===== src/rtl/iia_pkg.sv =====
// ----------------------------------------------------------------------------
// iia_pkg
// Shared types and constants of the iterative integer ALU.
// ----------------------------------------------------------------------------
package iia_pkg;

    localparam int unsigned OP_W   = 3;
    localparam int unsigned DATA_W = 32;

    typedef enum logic [OP_W-1:0] {
        OP_ADD = 3'd0,
        OP_SUB = 3'd1,
        OP_MUL = 3'd2,
        OP_DIV = 3'd3,
        OP_SQR = 3'd4,
        OP_POW = 3'd5
    } t_op;

    typedef enum logic [2:0] {
        S_IDLE,
        S_SER,
        S_MUL,
        S_DIV,
        S_PCHK,
        S_PMUL,
        S_PSQR,
        S_DONE
    } t_state;

endpackage


===== src/rtl/iia_if.sv =====
// ----------------------------------------------------------------------------
// iia_req_if / iia_rsp_if
// Valid/ready channels carrying one request beat and one response beat.
// ----------------------------------------------------------------------------
interface iia_req_if;
    import iia_pkg::*;
    logic                valid;
    logic                ready;
    logic [OP_W-1:0]     req_type;
    logic [DATA_W-1:0]   operand_a;
    logic [DATA_W-1:0]   operand_b;
    logic [DATA_W-1:0]   exponent;

    modport source (output valid, req_type, operand_a, operand_b, exponent,
                    input ready);
    modport sink   (input valid, req_type, operand_a, operand_b, exponent,
                    output ready);
endinterface

interface iia_rsp_if;
    import iia_pkg::*;
    logic                valid;
    logic                ready;
    logic [DATA_W-1:0]   result;
    logic                divide_by_zero;

    modport source (output valid, result, divide_by_zero, input ready);
    modport sink   (input valid, result, divide_by_zero, output ready);
endinterface


===== src/rtl/iia_mul.sv =====
// ----------------------------------------------------------------------------
// iia_mul
// Shift-add multiplier, one multiplier bit per cycle, product mod 2^WIDTH.
// ----------------------------------------------------------------------------
module iia_mul #(
    parameter int unsigned WIDTH = 32
) (
    input  logic             i_clk,
    input  logic             i_rst_n,
    input  logic             i_start,
    input  logic [WIDTH-1:0] i_a,
    input  logic [WIDTH-1:0] i_b,
    output logic             o_done,
    output logic [WIDTH-1:0] o_prod
);
    localparam int unsigned CW = $clog2(WIDTH);

    logic             r_busy, r_done;
    logic [CW-1:0]    r_cnt;
    logic [WIDTH-1:0] r_mc, r_mp, r_acc;

    always_ff @(posedge i_clk) begin
        if (!i_rst_n) begin
            r_busy <= 1'b0;
            r_done <= 1'b0;
            r_cnt  <= '0;
        end else if (i_start) begin
            r_busy <= 1'b1;
            r_done <= 1'b0;
            r_cnt  <= '0;
        end else if (r_busy) begin
            r_cnt <= r_cnt + 1'b1;
            if (r_cnt == CW'(WIDTH - 1)) begin
                r_busy <= 1'b0;
                r_done <= 1'b1;
            end
        end else begin
            r_done <= 1'b0;
        end
    end

    // add the shifted multiplicand where the multiplier bit is set
    always_ff @(posedge i_clk) begin
        if (i_start) begin
            r_mc  <= i_a;
            r_mp  <= i_b;
            r_acc <= '0;
        end else if (r_busy) begin
            if (r_mp[0]) r_acc <= r_acc + r_mc;
            r_mc <= {r_mc[WIDTH-2:0], 1'b0};
            r_mp <= {1'b0, r_mp[WIDTH-1:1]};
        end
    end

    assign o_done = r_done;
    assign o_prod = r_acc;
endmodule


===== src/rtl/iia_div.sv =====
// ----------------------------------------------------------------------------
// iia_div
// Restoring divider, one quotient bit per cycle. Divisor must be nonzero.
// ----------------------------------------------------------------------------
module iia_div #(
    parameter int unsigned WIDTH = 32
) (
    input  logic             i_clk,
    input  logic             i_rst_n,
    input  logic             i_start,
    input  logic [WIDTH-1:0] i_n,
    input  logic [WIDTH-1:0] i_d,
    output logic             o_done,
    output logic [WIDTH-1:0] o_quo
);
    localparam int unsigned CW = $clog2(WIDTH);

    logic             r_busy, r_done;
    logic [CW-1:0]    r_cnt;
    logic [WIDTH:0]   r_rem;
    logic [WIDTH-1:0] r_q, r_d;
    logic [WIDTH:0]   w_sh, w_diff;
    logic             w_fit;

    assign w_sh   = {r_rem[WIDTH-1:0], r_q[WIDTH-1]};
    assign w_diff = w_sh - {1'b0, r_d};
    assign w_fit  = (w_sh >= {1'b0, r_d});

    always_ff @(posedge i_clk) begin
        if (!i_rst_n) begin
            r_busy <= 1'b0;
            r_done <= 1'b0;
            r_cnt  <= '0;
        end else if (i_start) begin
            r_busy <= 1'b1;
            r_done <= 1'b0;
            r_cnt  <= '0;
        end else if (r_busy) begin
            r_cnt <= r_cnt + 1'b1;
            if (r_cnt == CW'(WIDTH - 1)) begin
                r_busy <= 1'b0;
                r_done <= 1'b1;
            end
        end else begin
            r_done <= 1'b0;
        end
    end

    // dividend bits leave the top of r_q as quotient bits enter the bottom
    always_ff @(posedge i_clk) begin
        if (i_start) begin
            r_rem <= '0;
            r_q   <= i_n;
            r_d   <= i_d;
        end else if (r_busy) begin
            r_rem <= w_fit ? w_diff : w_sh;
            r_q   <= {r_q[WIDTH-2:0], w_fit};
        end
    end

    assign o_done = r_done;
    assign o_quo  = r_q;
endmodule


===== src/rtl/iterative_integer_alu_core.sv =====
// ----------------------------------------------------------------------------
// iterative_integer_alu_core
// Bit-serial ALU: add, subtract, multiply, divide, square and power,
// all results modulo 2^WIDTH.
// ----------------------------------------------------------------------------
//  channel | dir | handshake    | payload
//  i_req   | in  | valid/ready  | req_type, operand_a, operand_b, exponent
//  o_rsp   | out | valid/ready  | result, divide_by_zero
//
//  Add and subtract ripple one bit per cycle.
//  Multiply and square run on the shared shift-add unit, divide on the
//  restoring unit.
//  Power loops over the exponent bits: per bit one or two multiplies on the
//  single multiplier.
//  Divide by zero and unused codes go straight to the done state.
//  One item at a time; ready is high only when the sequencer is idle. The
//  response register frees the sequencer while a result waits downstream.
//  Reset is synchronous, active low, and clears control state only.
// ----------------------------------------------------------------------------
module iterative_integer_alu_core #(
    parameter int unsigned WIDTH = 32
) (
    input  logic      i_clk,
    input  logic      i_rst_n,
    iia_req_if.sink   i_req,
    iia_rsp_if.source o_rsp
);
    import iia_pkg::*;

    localparam int unsigned CW = $clog2(WIDTH);

    // operands reduced to the working width
    logic [WIDTH-1:0] w_a, w_b;
    assign w_a = WIDTH'(i_req.operand_a);
    assign w_b = WIDTH'(i_req.operand_b);

    t_state           r_state, n_state;
    t_op              r_op, n_op;
    logic [WIDTH-1:0] r_a, n_a, r_b, n_b;
    logic [DATA_W-1:0] r_e, n_e;
    logic [WIDTH-1:0] r_res, n_res, r_acc, n_acc, r_base, n_base;
    logic             r_dz, n_dz, r_carry, n_carry;
    logic [CW-1:0]    r_cnt, n_cnt;
    logic             r_out_valid, n_out_valid;
    logic [DATA_W-1:0] r_out_res, n_out_res;
    logic             r_out_dz, n_out_dz;

    logic             mul_start, mul_done, div_start, div_done;
    logic [WIDTH-1:0] mul_a, mul_b, mul_prod, div_quo;
    logic             w_bit, w_cout;

    iia_mul #(.WIDTH(WIDTH)) u_mul (
        .i_clk   (i_clk),
        .i_rst_n (i_rst_n),
        .i_start (mul_start),
        .i_a     (mul_a),
        .i_b     (mul_b),
        .o_done  (mul_done),
        .o_prod  (mul_prod)
    );

    iia_div #(.WIDTH(WIDTH)) u_div (
        .i_clk   (i_clk),
        .i_rst_n (i_rst_n),
        .i_start (div_start),
        .i_n     (w_a),
        .i_d     (w_b),
        .o_done  (div_done),
        .o_quo   (div_quo)
    );

    // serial sum or difference bit and its carry / borrow
    always_comb begin
        w_bit = r_a[0] ^ r_b[0] ^ r_carry;
        if (r_op == OP_SUB) begin
            w_cout = (~r_a[0] & r_b[0]) | (~(r_a[0] ^ r_b[0]) & r_carry);
        end else begin
            w_cout = (r_a[0] & r_b[0]) | ((r_a[0] ^ r_b[0]) & r_carry);
        end
    end

    always_ff @(posedge i_clk) begin
        if (!i_rst_n) begin
            r_state     <= S_IDLE;
            r_out_valid <= 1'b0;
        end else begin
            r_state     <= n_state;
            r_out_valid <= n_out_valid;
        end
    end

    always_ff @(posedge i_clk) begin
        r_op      <= n_op;
        r_a       <= n_a;
        r_b       <= n_b;
        r_e       <= n_e;
        r_res     <= n_res;
        r_acc     <= n_acc;
        r_base    <= n_base;
        r_dz      <= n_dz;
        r_carry   <= n_carry;
        r_cnt     <= n_cnt;
        r_out_res <= n_out_res;
        r_out_dz  <= n_out_dz;
    end

    always_comb begin
        n_state     = r_state;
        n_op        = r_op;
        n_a         = r_a;
        n_b         = r_b;
        n_e         = r_e;
        n_res       = r_res;
        n_acc       = r_acc;
        n_base      = r_base;
        n_dz        = r_dz;
        n_carry     = r_carry;
        n_cnt       = r_cnt;
        n_out_valid = r_out_valid && !o_rsp.ready;
        n_out_res   = r_out_res;
        n_out_dz    = r_out_dz;
        mul_start   = 1'b0;
        mul_a       = r_base;
        mul_b       = r_base;
        div_start   = 1'b0;
        i_req.ready = 1'b0;

        case (r_state)
            S_IDLE: begin
                i_req.ready = 1'b1;
                if (i_req.valid) begin
                    // capture the beat and dispatch on the operation
                    n_op    = t_op'(i_req.req_type);
                    n_a     = w_a;
                    n_b     = w_b;
                    n_e     = i_req.exponent;
                    n_acc   = WIDTH'(1);
                    n_base  = w_a;
                    n_carry = 1'b0;
                    n_cnt   = '0;
                    n_dz    = 1'b0;
                    n_res   = '0;
                    case (t_op'(i_req.req_type))
                        OP_ADD, OP_SUB: n_state = S_SER;
                        OP_MUL: begin
                            mul_start = 1'b1;
                            mul_a     = w_a;
                            mul_b     = w_b;
                            n_state   = S_MUL;
                        end
                        OP_SQR: begin
                            mul_start = 1'b1;
                            mul_a     = w_a;
                            mul_b     = w_a;
                            n_state   = S_MUL;
                        end
                        OP_DIV: begin
                            if (w_b == '0) begin
                                n_dz    = 1'b1;
                                n_state = S_DONE;
                            end else begin
                                div_start = 1'b1;
                                n_state   = S_DIV;
                            end
                        end
                        OP_POW:  n_state = S_PCHK;
                        default: n_state = S_DONE;
                    endcase
                end
            end
            S_SER: begin
                // shift one result bit in from the top each cycle
                n_res   = {w_bit, r_res[WIDTH-1:1]};
                n_carry = w_cout;
                n_a     = {1'b0, r_a[WIDTH-1:1]};
                n_b     = {1'b0, r_b[WIDTH-1:1]};
                n_cnt   = r_cnt + 1'b1;
                if (r_cnt == CW'(WIDTH - 1)) n_state = S_DONE;
            end
            S_MUL: begin
                if (mul_done) begin
                    n_res   = mul_prod;
                    n_state = S_DONE;
                end
            end
            S_DIV: begin
                if (div_done) begin
                    n_res   = div_quo;
                    n_state = S_DONE;
                end
            end
            S_PCHK: begin
                if (r_e == '0) begin
                    n_res   = r_acc;
                    n_state = S_DONE;
                end else if (r_e[0]) begin
                    mul_start = 1'b1;
                    mul_a     = r_acc;
                    mul_b     = r_base;
                    n_state   = S_PMUL;
                end else begin
                    mul_start = 1'b1;
                    n_state   = S_PSQR;
                end
            end
            S_PMUL: begin
                if (mul_done) begin
                    // fold in the base, then square it
                    n_acc     = mul_prod;
                    mul_start = 1'b1;
                    n_state   = S_PSQR;
                end
            end
            S_PSQR: begin
                if (mul_done) begin
                    n_base  = mul_prod;
                    n_e     = {1'b0, r_e[DATA_W-1:1]};
                    n_state = S_PCHK;
                end
            end
            S_DONE: begin
                // hold until the response register is free
                if (!r_out_valid || o_rsp.ready) begin
                    n_out_valid = 1'b1;
                    n_out_res   = DATA_W'(r_res);
                    n_out_dz    = r_dz;
                    n_state     = S_IDLE;
                end
            end
            default: n_state = S_IDLE;
        endcase
    end

    assign o_rsp.valid          = r_out_valid;
    assign o_rsp.result         = r_out_res;
    assign o_rsp.divide_by_zero = r_out_dz;
endmodule


===== src/flat_wrapper.sv =====
// flat-port wrapper written by rule: the top's interface ports become plain ports
module iterative_integer_alu_core_flat import iia_pkg::*;
#(
    parameter int unsigned WIDTH = 32
)
  (i_clk, i_rst_n, i_req_valid, i_req_req_type, i_req_operand_a, i_req_operand_b, i_req_exponent, i_req_ready, o_rsp_valid, o_rsp_result, o_rsp_divide_by_zero, o_rsp_ready);
  iia_req_if i_req_i ();
  iia_rsp_if o_rsp_i ();
  input  logic i_clk;
  input  logic i_rst_n;
  input wire logic [$bits(i_req_i.valid)-1:0] i_req_valid;
  input wire logic [$bits(i_req_i.req_type)-1:0] i_req_req_type;
  input wire logic [$bits(i_req_i.operand_a)-1:0] i_req_operand_a;
  input wire logic [$bits(i_req_i.operand_b)-1:0] i_req_operand_b;
  input wire logic [$bits(i_req_i.exponent)-1:0] i_req_exponent;
  output wire logic [$bits(i_req_i.ready)-1:0] i_req_ready;
  output wire logic [$bits(o_rsp_i.valid)-1:0] o_rsp_valid;
  output wire logic [$bits(o_rsp_i.result)-1:0] o_rsp_result;
  output wire logic [$bits(o_rsp_i.divide_by_zero)-1:0] o_rsp_divide_by_zero;
  input wire logic [$bits(o_rsp_i.ready)-1:0] o_rsp_ready;
  assign i_req_i.valid = i_req_valid;
  assign i_req_i.req_type = i_req_req_type;
  assign i_req_i.operand_a = i_req_operand_a;
  assign i_req_i.operand_b = i_req_operand_b;
  assign i_req_i.exponent = i_req_exponent;
  assign i_req_ready = i_req_i.ready;
  assign o_rsp_valid = o_rsp_i.valid;
  assign o_rsp_result = o_rsp_i.result;
  assign o_rsp_divide_by_zero = o_rsp_i.divide_by_zero;
  assign o_rsp_i.ready = o_rsp_ready;
  iterative_integer_alu_core #(.WIDTH(WIDTH)) u_core (.i_clk(i_clk), .i_rst_n(i_rst_n), .i_req(i_req_i), .o_rsp(o_rsp_i));
endmodule

===== config.mk =====
export PLATFORM = sky130hd
export DESIGN_NAME = iterative_integer_alu_core_flat
export DESIGN_NICKNAME = d
export VERILOG_FILES = /design/src/rtl/iia_pkg.sv /design/src/rtl/iia_if.sv /design/src/rtl/iia_mul.sv /design/src/rtl/iia_div.sv /design/src/rtl/iterative_integer_alu_core.sv /design/src/flat_wrapper.sv
export SDC_FILE = /design/constraint.sdc
export NUM_CORES = 1
export LEC_CHECK = 0
export BUFFER_PORTS_ARGS = -buffer_cell sky130_fd_sc_hd__buf_2
export CAP_MARGIN = 30
export CORE_MARGIN = 2
export CORE_UTILIZATION = 50
export DETAILED_ROUTE_END_ITERATION = 7
export PLACE_DENSITY = 0.68
export RECOVER_POWER = 25
export SLEW_MARGIN = 20
export SYNTH_ARGS = -nofsm -noshare
export SYNTH_HDL_FRONTEND = slang
export SYNTH_SLANG_ARGS = --single-unit

===== constraint.sdc =====
create_clock -name i_clk -period 18.4 [get_ports i_clk]
set_input_delay 1.84 -clock i_clk [delete_from_list [all_inputs] [get_ports i_clk]]
set_output_delay 1.84 -clock i_clk [all_outputs]
set_load 0.005 [all_outputs]

==> impl_metrics.py <==
metrics = {
    "status": {
        "status": "finished with violations",
        "violations": "design-rule violations, max-capacitance violations, max-slew violations",
    },
    "placed_design": {
        "place_congestion": 0.8662,
        "pre_cts_ws_ps": 13230,
        "dp.final_hpwl_um": 42380,
        "portBuffers": 137,
    },
    "timing": {
        "tns_ps": 0,
        "skew_ps": 15.85,
        "worstMarginPinSlew_ps": 4038,
        "slew_headroom_pct": -169.2,
        "min_period_ps": 5898,
        "finalHoldViolations": 0,
        "rsz0062_at_grt": "no",
        "fmaxAchievable_mhz": 169.6,
        "slew_violations": 301,
        "finalSetupViolations": 0,
        "fin_ws_ps": 12500,
        "period_share_pct": 32.05,
    },
    "min_path": {
        "hp-class": "register to register",
        "hold_start": "u_core.r_res[0]",
        "whs_endpoint": "u_core.o_rsp.result[0]",
        "hold_path_depth": 0,
    },
    "cts": {
        "clk_path_buf_depth": 3,
        "clock_latency_ps": 580,
        "clkSinkCount": 445,
        "numCtsBuffers": 47,
        "post-cts-setup-buffers": 0,
        "cts_tree": "yes",
        "ctsRootBufferMaster": "clkbuf_16",
        "cts-resized-gates": 0,
        "ctsHoldBuffers": 0,
        "path_clk_slew_ps": 60,
        "cts_max_level": 2,
    },
    "yosys": {
        "yosys.area.top_type": "edfxtp_1",
        "synth_cells": 2062,
        "synth_edf_count": 363,
        "synthFlopType": "edfxtp_1",
        "synth_fp_nets": 2238,
        "synth_seq_cells": 445,
        "synthesis.area_um2": 22480,
        "ys_types": 77,
        "yosys-top-cells-area": "edfxtp_1 (48%), dfxtp_1 (7.3%), nand2_1 (5.5%)",
        "synth_top_area_share_pct": 48.50,
        "syn_avg_cell_area_um2": 10.90,
        "ys.warnings.count": 0,
        "seq_area_frac_synth_pct": 55.80,
        "postSynth.asyncResetShare_pct": 0,
    },
    "cells_and_area": {
        "nets": 2337,
        "drive_gt1_share_pct": 15.06,
        "num-fill-cells": 3846,
        "syn_to_final_growth_pct": 12.10,
        "final_util_pct": 56.85,
    },
    "floorplan": {
        "die_area_um2": 46660,
        "io-pin-count": 138,
        "initial_core_util_pct": 50.72,
        "die_h_um": 216.0,
        "fp.coreArea_um2": 44320,
        "std_cell_rows": 77,
        "die_x_um": 216.0,
    },
    "setup_path": {
        "required_ps": 18610,
        "cp-end-kind": "register",
        "crit_path_start_kind": "register",
        "r2r_end": "u_core.u_mul.r_mp[28]",
        "critPathArrivalTime_ps": 6110,
        "path_class": "register to register",
        "reg2reg_depth": 7,
        "r2r_start": "u_core.r_state[2]",
        "reg2reg_slack_ps": 12500,
        "critPathMaxFanout": 51,
    },
    "route": {
        "viasPerCell": 6.112,
        "first_pass_iters": 8,
        "final_antenna_net_count": 0,
        "dr_total_vias": 17076,
        "wirelength_um": 63430,
        "drt_iter0_drc": 2030,
        "drc": 2,
        "post_drt_wl_per_cell_um": 22.70,
    },
    "pwr": {
        "p_leak_nw": 9.480,
        "power_density_nw_per_um2": 175.4,
        "vdd_ir_drop_max_v": 0.00007723,
    },
    "flow_run": {
        "max_cap_violations": 6,
    },
    "global_routing": {
        "grtUsageTotal_pct": 26.90,
        "grt_pass1_vias": 16413,
        "grt-ovfl-total": 0,
        "grt_max_degree": 87,
        "grt_pass1_wl_um": 96430,
        "antenna_found_initial": 5,
    },
}
## critical path, cell delays in order, from the launching register on
cell and delay, ps:
dfxtp_1 350, clkbuf_1 1200, nor3b_1 290, clkbuf_1 1710, o21ai_0 520, and3_2 430, nand2b_2 270, buf_4 680
## cells by family (layout without fill, tap and decap cells)
family                     after synthesis  after routing  synth area share [%]
AOI/OAI and AO/OA                      517            517                 15.55
other                                    0              4                     0
muxes                                  114            114                 5.645
xor gates and xnor gates                57             57                 2.221
DFF                                    445            445                 55.80
buffers and inverters                  172            308                 3.062
and+or+nand+nor                        684            684                 13.53
adders and majority gates               73             73                 4.197
## worst max path at each step
stage                             start                     end  cells past startpoint
floorplan             u_core.r_state[1]        u_core.r_base[0]                      6
global placement    i_req_operand_b[17]   u_core.u_div.o_quo[2]                      8
detailed placement  i_req_operand_b[17]   u_core.u_div.o_quo[9]                      8
CTS                 i_req_operand_b[17]  u_core.u_div.o_quo[10]                      8
global route          u_core.r_state[2]   u_core.u_mul.r_mc[28]                      7
finish                u_core.r_state[2]   u_core.u_mul.r_mp[28]                      7
## cells in the mapped netlist (all sizes together), types with 4 or more instances
master / count
edfxtp: 363
nand2: 329
a21oi: 174
nor2: 173
mux2: 102
clkbuf: 91
o21ai: 88
dfxtp: 82
ha: 69
inv: 53
and2: 43
a211oi: 41
a22oi: 41
xnor2: 34
buf: 28
a222oi: 27
a21o: 24
a221o: 24
a22o: 24
nand3: 24
xor2: 23
nor4: 21
nor2b: 18
nand2b: 13
nand4: 13
mux2i: 12
o21bai: 12
and3: 10
nor3b: 9
or3: 9
nor3: 8
a31oi: 7
o31ai: 7
nand3b: 6
o211ai: 5
o22ai: 5
or4: 5
a21boi: 4
fa: 4
o21a: 4
## power by group
part	total, mW	internal (mW)	switching, mW
clock network	0.933	0.539	0.394
registers	1.81	1.58	0.236
logic	1.67	0.631	1.04
## cells in the final DEF (no fill, tap or decap), types with 12 or more instances in the layout
master	instances
a211oi_1	39
a21o_1	24
a21oi_1	170
a221o_1	24
a222oi_1	27
a22o_1	24
a22oi_1	41
and2_0	21
and2_1	22
buf_2	102
buf_4	24
clkbuf_1	55
clkbuf_16	50
dfxtp_1	81
edfxtp_1	363
ha_1	69
inv_1	52
mux2_2	102
mux2i_1	12
nand2_1	327
nand3_1	22
nand4_1	13
nor2_1	172
nor2b_1	17
nor4_1	19
o21ai_0	81
xnor2_1	34
xor2_1	23
## metal layers
metal / GRT usage (%) / wire (um) / vias to the layer above
met3: 6.173 / 6425 / 119
met5: 0 / 9 / -
met1: 38.15 / 26970 / 8306
met2: 40.80 / 28190 / 815
li1: - / - / 7834
met4: 9.155 / 1836 / 2
## cell type report
type	instances	area (um2)	share of cell area, %
antenna	4	10.01	0.03973
clock buffer	68	1359	5.393
clock inverter	18	135.1	0.5363
inverter	53	200.2	0.7945
multi-input combinational	1445	9316	36.97
sequential	445	12540	49.78
tap	592	740.7	2.940
timing repair buffer	169	892.1	3.541
## per-stage QoR
step                area, um2  power [mW]  hold WS [ps]  instances
CTS                     25230       4.393         431.8       2788
detailed placement      23730       3.451         409.7       2702
floorplan               22480       2.984         400.3       2062
global route            25200       4.688         436.1       2794
finish                  25200       4.419         427.9       2794
global placement        23730       3.405         401.9       2702
Power figures use the tool's default switching activity.
